===== src/design/qbp_pkg.sv =====
// Shared types, constants and glyph table for the quadrant block plot buffer.
package qbp_pkg;

  localparam int CFG_W      = 9;
  localparam int IDX_W      = 2;
  localparam int COLS_REG_W = 9;
  localparam int ROWS_REG_W = 4;

  localparam logic [IDX_W-1:0] REG_COLUMNS = 2'd0;
  localparam logic [IDX_W-1:0] REG_ROWS    = 2'd1;

  localparam logic [COLS_REG_W-1:0] COLUMNS_RESET = 9'd80;
  localparam logic [ROWS_REG_W-1:0] ROWS_RESET    = 4'd8;

  localparam logic       CMD_PLOT = 1'b0;
  localparam logic       CMD_EMIT = 1'b1;

  localparam logic [7:0] BYTE_SPACE   = 8'h20;
  localparam logic [7:0] BYTE_NEWLINE = 8'h0A;
  localparam logic [7:0] BYTE_LEAD    = 8'hE2;
  localparam logic [7:0] BYTE_MID     = 8'h96;
  localparam logic [7:0] BYTE_TAIL    = 8'h80;

  typedef struct packed {
    logic       capture;
    logic       calc;
    logic       read;
    logic       write;
    logic       load;
    logic       advance;
    logic       clear;
    logic [1:0] byte_sel;
    logic       byte_last;
  } cmd_t;

  typedef struct packed {
    logic       clear_done;
    logic       is_emit;
    logic       out_free;
    logic [1:0] byte_max;
  } stat_t;

  // low six bits of the glyph code point above U+2580
  function automatic logic [5:0] glyph_off(input logic [3:0] mask);
    logic [5:0] r;
    case (mask)
      4'd1:    r = 6'h18;
      4'd2:    r = 6'h1D;
      4'd3:    r = 6'h00;
      4'd4:    r = 6'h16;
      4'd5:    r = 6'h0C;
      4'd6:    r = 6'h1E;
      4'd7:    r = 6'h1B;
      4'd8:    r = 6'h17;
      4'd9:    r = 6'h1A;
      4'd10:   r = 6'h10;
      4'd11:   r = 6'h1C;
      4'd12:   r = 6'h04;
      4'd13:   r = 6'h19;
      4'd14:   r = 6'h1F;
      4'd15:   r = 6'h08;
      default: r = 6'h00;
    endcase
    return r;
  endfunction

endpackage


===== src/design/qbp_ctrl.sv =====
// Controller state machine: clear sweep, item sequencing and byte sending.
module qbp_ctrl (
  input  logic           clk,
  input  logic           rst,
  input  logic           in_valid,
  output logic           in_stall,
  input  qbp_pkg::stat_t stat,
  output qbp_pkg::cmd_t  cmd
);

  localparam logic [2:0] S_CLEAR = 3'd0;
  localparam logic [2:0] S_IDLE  = 3'd1;
  localparam logic [2:0] S_CALC  = 3'd2;
  localparam logic [2:0] S_READ  = 3'd3;
  localparam logic [2:0] S_ACT   = 3'd4;
  localparam logic [2:0] S_SEND  = 3'd5;

  logic [2:0] state, state_next;
  logic [1:0] k, k_next;

  assign in_stall = (state != S_IDLE);

  always_comb begin
    state_next    = state;
    k_next        = k;
    cmd           = '0;
    cmd.byte_sel  = k;
    cmd.byte_last = (k == stat.byte_max);
    case (state)
      S_CLEAR: begin
        cmd.clear = 1'b1;
        if (stat.clear_done) state_next = S_IDLE;
      end
      S_IDLE: begin
        if (in_valid) begin
          cmd.capture = 1'b1;
          state_next  = S_CALC;
        end
      end
      S_CALC: begin
        cmd.calc   = 1'b1;
        state_next = S_READ;
      end
      S_READ: begin
        cmd.read   = 1'b1;
        state_next = S_ACT;
      end
      S_ACT: begin
        if (stat.is_emit == qbp_pkg::CMD_EMIT) begin
          k_next     = 2'd0;
          state_next = S_SEND;
        end else begin
          cmd.write  = 1'b1;
          state_next = S_IDLE;
        end
      end
      S_SEND: begin
        if (stat.out_free) begin
          cmd.load = 1'b1;
          if (k == stat.byte_max) begin
            cmd.advance = 1'b1;
            state_next  = S_IDLE;
          end else begin
            k_next = k + 2'd1;
          end
        end
      end
      default: state_next = S_IDLE;
    endcase
  end

  always_ff @(posedge clk) begin
    if (rst) begin
      state <= S_CLEAR;
      k     <= 2'd0;
    end else begin
      state <= state_next;
      k     <= k_next;
    end
  end

endmodule


===== config.mk =====
export PLATFORM = sky130hd
export DESIGN_NAME = qbp_ctrl
export DESIGN_NICKNAME = d
export VERILOG_FILES = /design/src/design/qbp_pkg.sv /design/src/design/qbp_ctrl.sv
export SDC_FILE = /design/constraint.sdc
export NUM_CORES = 1
export LEC_CHECK = 0
export ABC_AREA = 1
export BUFFER_PORTS_ARGS = -buffer_cell sky130_fd_sc_hd__buf_2
export CORE_AREA = 10 10 47 49
export CTS_CLUSTER_DIAMETER = 40
export DETAILED_ROUTE_END_ITERATION = 10
export DIE_AREA = 0 0 57 59
export SYNTH_ARGS = -nofsm -noshare
export SYNTH_HDL_FRONTEND = slang
export SYNTH_SLANG_ARGS = --single-unit

===== constraint.sdc =====
create_clock -name clk -period 1.2 [get_ports clk]
set_clock_uncertainty 0.2 [all_clocks]
set_input_delay 0.12 -clock clk [delete_from_list [all_inputs] [get_ports clk]]
set_output_delay 0.12 -clock clk [all_outputs]
set_load 0.01 [all_outputs]

==> results by group <==
Route
  – ANT nets after route: 0
  – Vias: 570
  – Vias per inst: 4.453
  – DRT Wirelength: 1448 µm
  – First DRT Iteration DRCs: 8
  – Routed length per instance: 11.31 µm
  – DRC violations left: 0
  – DR pass1 iterations: 4

Power
  – Combinational power share: 58.1%
  – Sequential power share: 24.6%
  – Overall Power: 1.104 mW
  – P_leak: 0.4497 nW
  – P per Cell Area: 1292 nW/µm²
  – Clk pwr share: 17.3%
  – Switching share of power: 41.96%
  – Worst ir drop on vdd: 0.0009149 V
  – Switching pwr: 0.4632 mW
  – Int Power: 0.6406 mW

Logic synthesis
  – Syn_area_per_cell: 5.605 µm²
  – Adder and majority gate portion of the synthesized area: 0%
  – Fraction of registers with async set or reset after synthesis: 0%
  – Compound-Gate Fraction of Synth Area: 8.257%
  – Most frequent cell after synthesis: nand2_1
  – Synth area leaders: dfxtp_1 24%, nand2_1 18%, inv_1 14%, nor2_1 9.2%, nand3_1 4.9%
  – EDFF count, synth: 0
  – Post-synthesis register bit count: 5
  – Post-synthesis xor/xnor area fraction: 0%
  – Unique masters post-synth: 17
  – Synth top area share: 24.46%
  – Post-synthesis simple-gate area fraction: 50.76%
  – Mux contribution to synthesized area: 0%
  – Most frequent cells after synthesis: 20 x nand2_1, 15 x inv_1, 10 x nor2_1
  – Seq/Total Area, Yosys: 24.46%
  – Synthesized area: 409.1 µm²
  – Area leader, netlist: dfxtp_1
  – Synth Net Count: 81
  – Largest family of logic cells by synthesized area: simple AND/OR/NAND/NOR gates
  – Top_reg_cell synth: dfxtp_1
  – Post-Synthesis Cells: 73
  – Ys Warns: 0

Setup path
  – Worst Path Required: 1140 ps
  – Crit-path cells: inv_4, nand3_4, buf_12, nor2_4, buf_4, nor2_4, nand3b_1, nand2_1, inv_1
  – Worst Path Max Fanout: 5
  – Setup CP Type: flip-flop to flip-flop
  – Slowest cell on crit path: dfxtp_2
  – CP peak stage delay: 350 ps
  – CP startpoint kind: flip-flop
  – Critical path endpoint category: flip-flop
  – Endpoint arrival time on the critical path: 1360 ps
  – CP dominant cell by count: nor2_4

Outcome
  – Violated checks: negative setup slack
  – Status: finished, violations left

Die
  – Row count: 14
  – Chip width: 57 µm
  – Die H: 59 µm
  – Die area: 3363 µm²
  – Core area: 1401 µm²
  – Initial core utilization: 29.20%
  – # IOs: 19

Clock tree
  – Total CTS buffers: 3
  – Bufs on Longest Clock Path: 2
  – Reg clk slew, reported paths: 40 ps
  – Clock Latency Late Sink: 240 ps
  – Clock H-tree levels: 1
  – Clock root buffer master: clkbuf_4
  – CTS tree: built
  – CTS sink cnt: 5

Finish
  – Ratio of cells with drive above 1 in the final layout: 63.39%
  – Fillers: 136
  – Util after Layout: 60.98%
  – Synth-to-Final Area Change: 108.9%
  – Nets: 121
  – Diodes inserted: 0
  – Finished Cell Area: 854.6 µm²

STA
  – Max Clock Freq: 0.7062 GHz
  – Crit share post-route: 118.0%
  – Worst slew margin: 87.08%
  – Final min period: 1416 ps
  – Worst slew pin tran: 193.2 ps
  – Fin. Hold Viols: 0
  – RSZ-0062 raised after global routing: true
  – Hold WS: 55.44 ps
  – Slew Limit Fails: 0
  – Final setup violation count: 14
  – Worst setup margin: -216.0 ps

Place
  – Placed cell areas: 606.8 µm²
  – # port buffers: 18
  – Pre-CTS worst setup slack: -102.8 ps
  – Hpwl dp: 1007 µm
  – Final GP Congestion: 0.7626

Global route
  – Largest net degree at the start of global routing: 6
  – Global Route Usage Sum: 8.048%
  – Vias in the first global route: 508
  – GRT overflow: 0
  – Antenna violations before repair: 0
  – First-pass GRT wire length: 2201 µm

Job
  – MaxCap Viol Count: 0

Worst hold path
  – Hold Crit Class: input pin to flip-flop
cell usage in the layout (no fill, tap or decap), types with 4 or more instances in the layout:
cell type | Yosys | final
buf_2 | 0 | 16
nand2_1 | 20 | 15
inv_1 | 15 | 12
buf_4 | 0 | 11
nor2_1 | 10 | 6
buf_6 | 0 | 6
nor2_4 | 0 | 5
nand2_2 | 2 | 4
per-layer routing:
metal / GRT usage, % / vias up / share of wire, %
met3: 3.004 / 2 / 3.2
li1: - / 301 / -
met4: 4.027 / 0 / 0.69
met1: 9.178 / 258 / 43
met2: 12.87 / 9 / 53
met5: 0 / - / 0
final timing paths:
kind / startpoint / end / slack (ps) / cells past startpoint
setup / recovery: state[1] / state[2] / -220 / 9
hold / removal: in_valid / state[2] / 60 / 5
setup reg to reg: state[1] / state[2] / -220 / 9
hold reg to reg: k[1] / k[1] / 410 / 3
timing repair:
action | 4_1_cts | 5_1_grt
pin swaps | 6 | 13
endpoints found under the hold margin | 4 | 0
buffers inserted | 4 | 5
resized for setup | 16 | 19
hold buffers | 1 | 0
setup endpoints to repair | 14 | 14
stage by stage:
stage,cells,setup TNS [ps]
floorplan,73,-34.29
global placement,114,-235.0
detailed placement,114,-382.7
CTS,123,-2001
global route,128,-3158
finish,128,-2253
layout make-up:
class                           instances  area (µm²)  area share (%)
Clock buffer                            4       26.28           3.075
Inverter                               18       80.08           9.370
Multi-Input combinational cell         50       356.6           41.73
Sequential cell                         5       111.4           13.03
Tap cell                               16       20.02           2.343
Timing Repair Buffer                   35       260.3           30.45
registers in the layout (all words and copies together), names as in the netlist:
register,flops
k,2
state,3
power by group through the flow:
| stage | Combinational, mW | Sequential [mW] | Clock [mW] |
|---|---|---|---|
| floorplan | 0.258 | 0.246 | 0 |
| global placement | 0.415 | 0.247 | 0 |
| detailed placement | 0.419 | 0.248 | 0 |
| CTS | 0.521 | 0.267 | 0.203 |
| global route | 0.696 | 0.277 | 0.218 |
| finish | 0.641 | 0.271 | 0.191 |
critical path: cells and delay by family (launching register included):
kind / cells / cell delay (ps)
buffers and inverters: 4 / 350
flip-flops: 1 / 350
AND/OR/NAND/NOR: 5 / 420
logic make-up after synthesis:
logic type | after synthesis
AND/OR/NAND/NOR | 45
buffers and inverters | 18
flip-flops | 5
AO/OA/AOI/OAI | 5
Note: power is estimated with default switching activity, not from simulation.
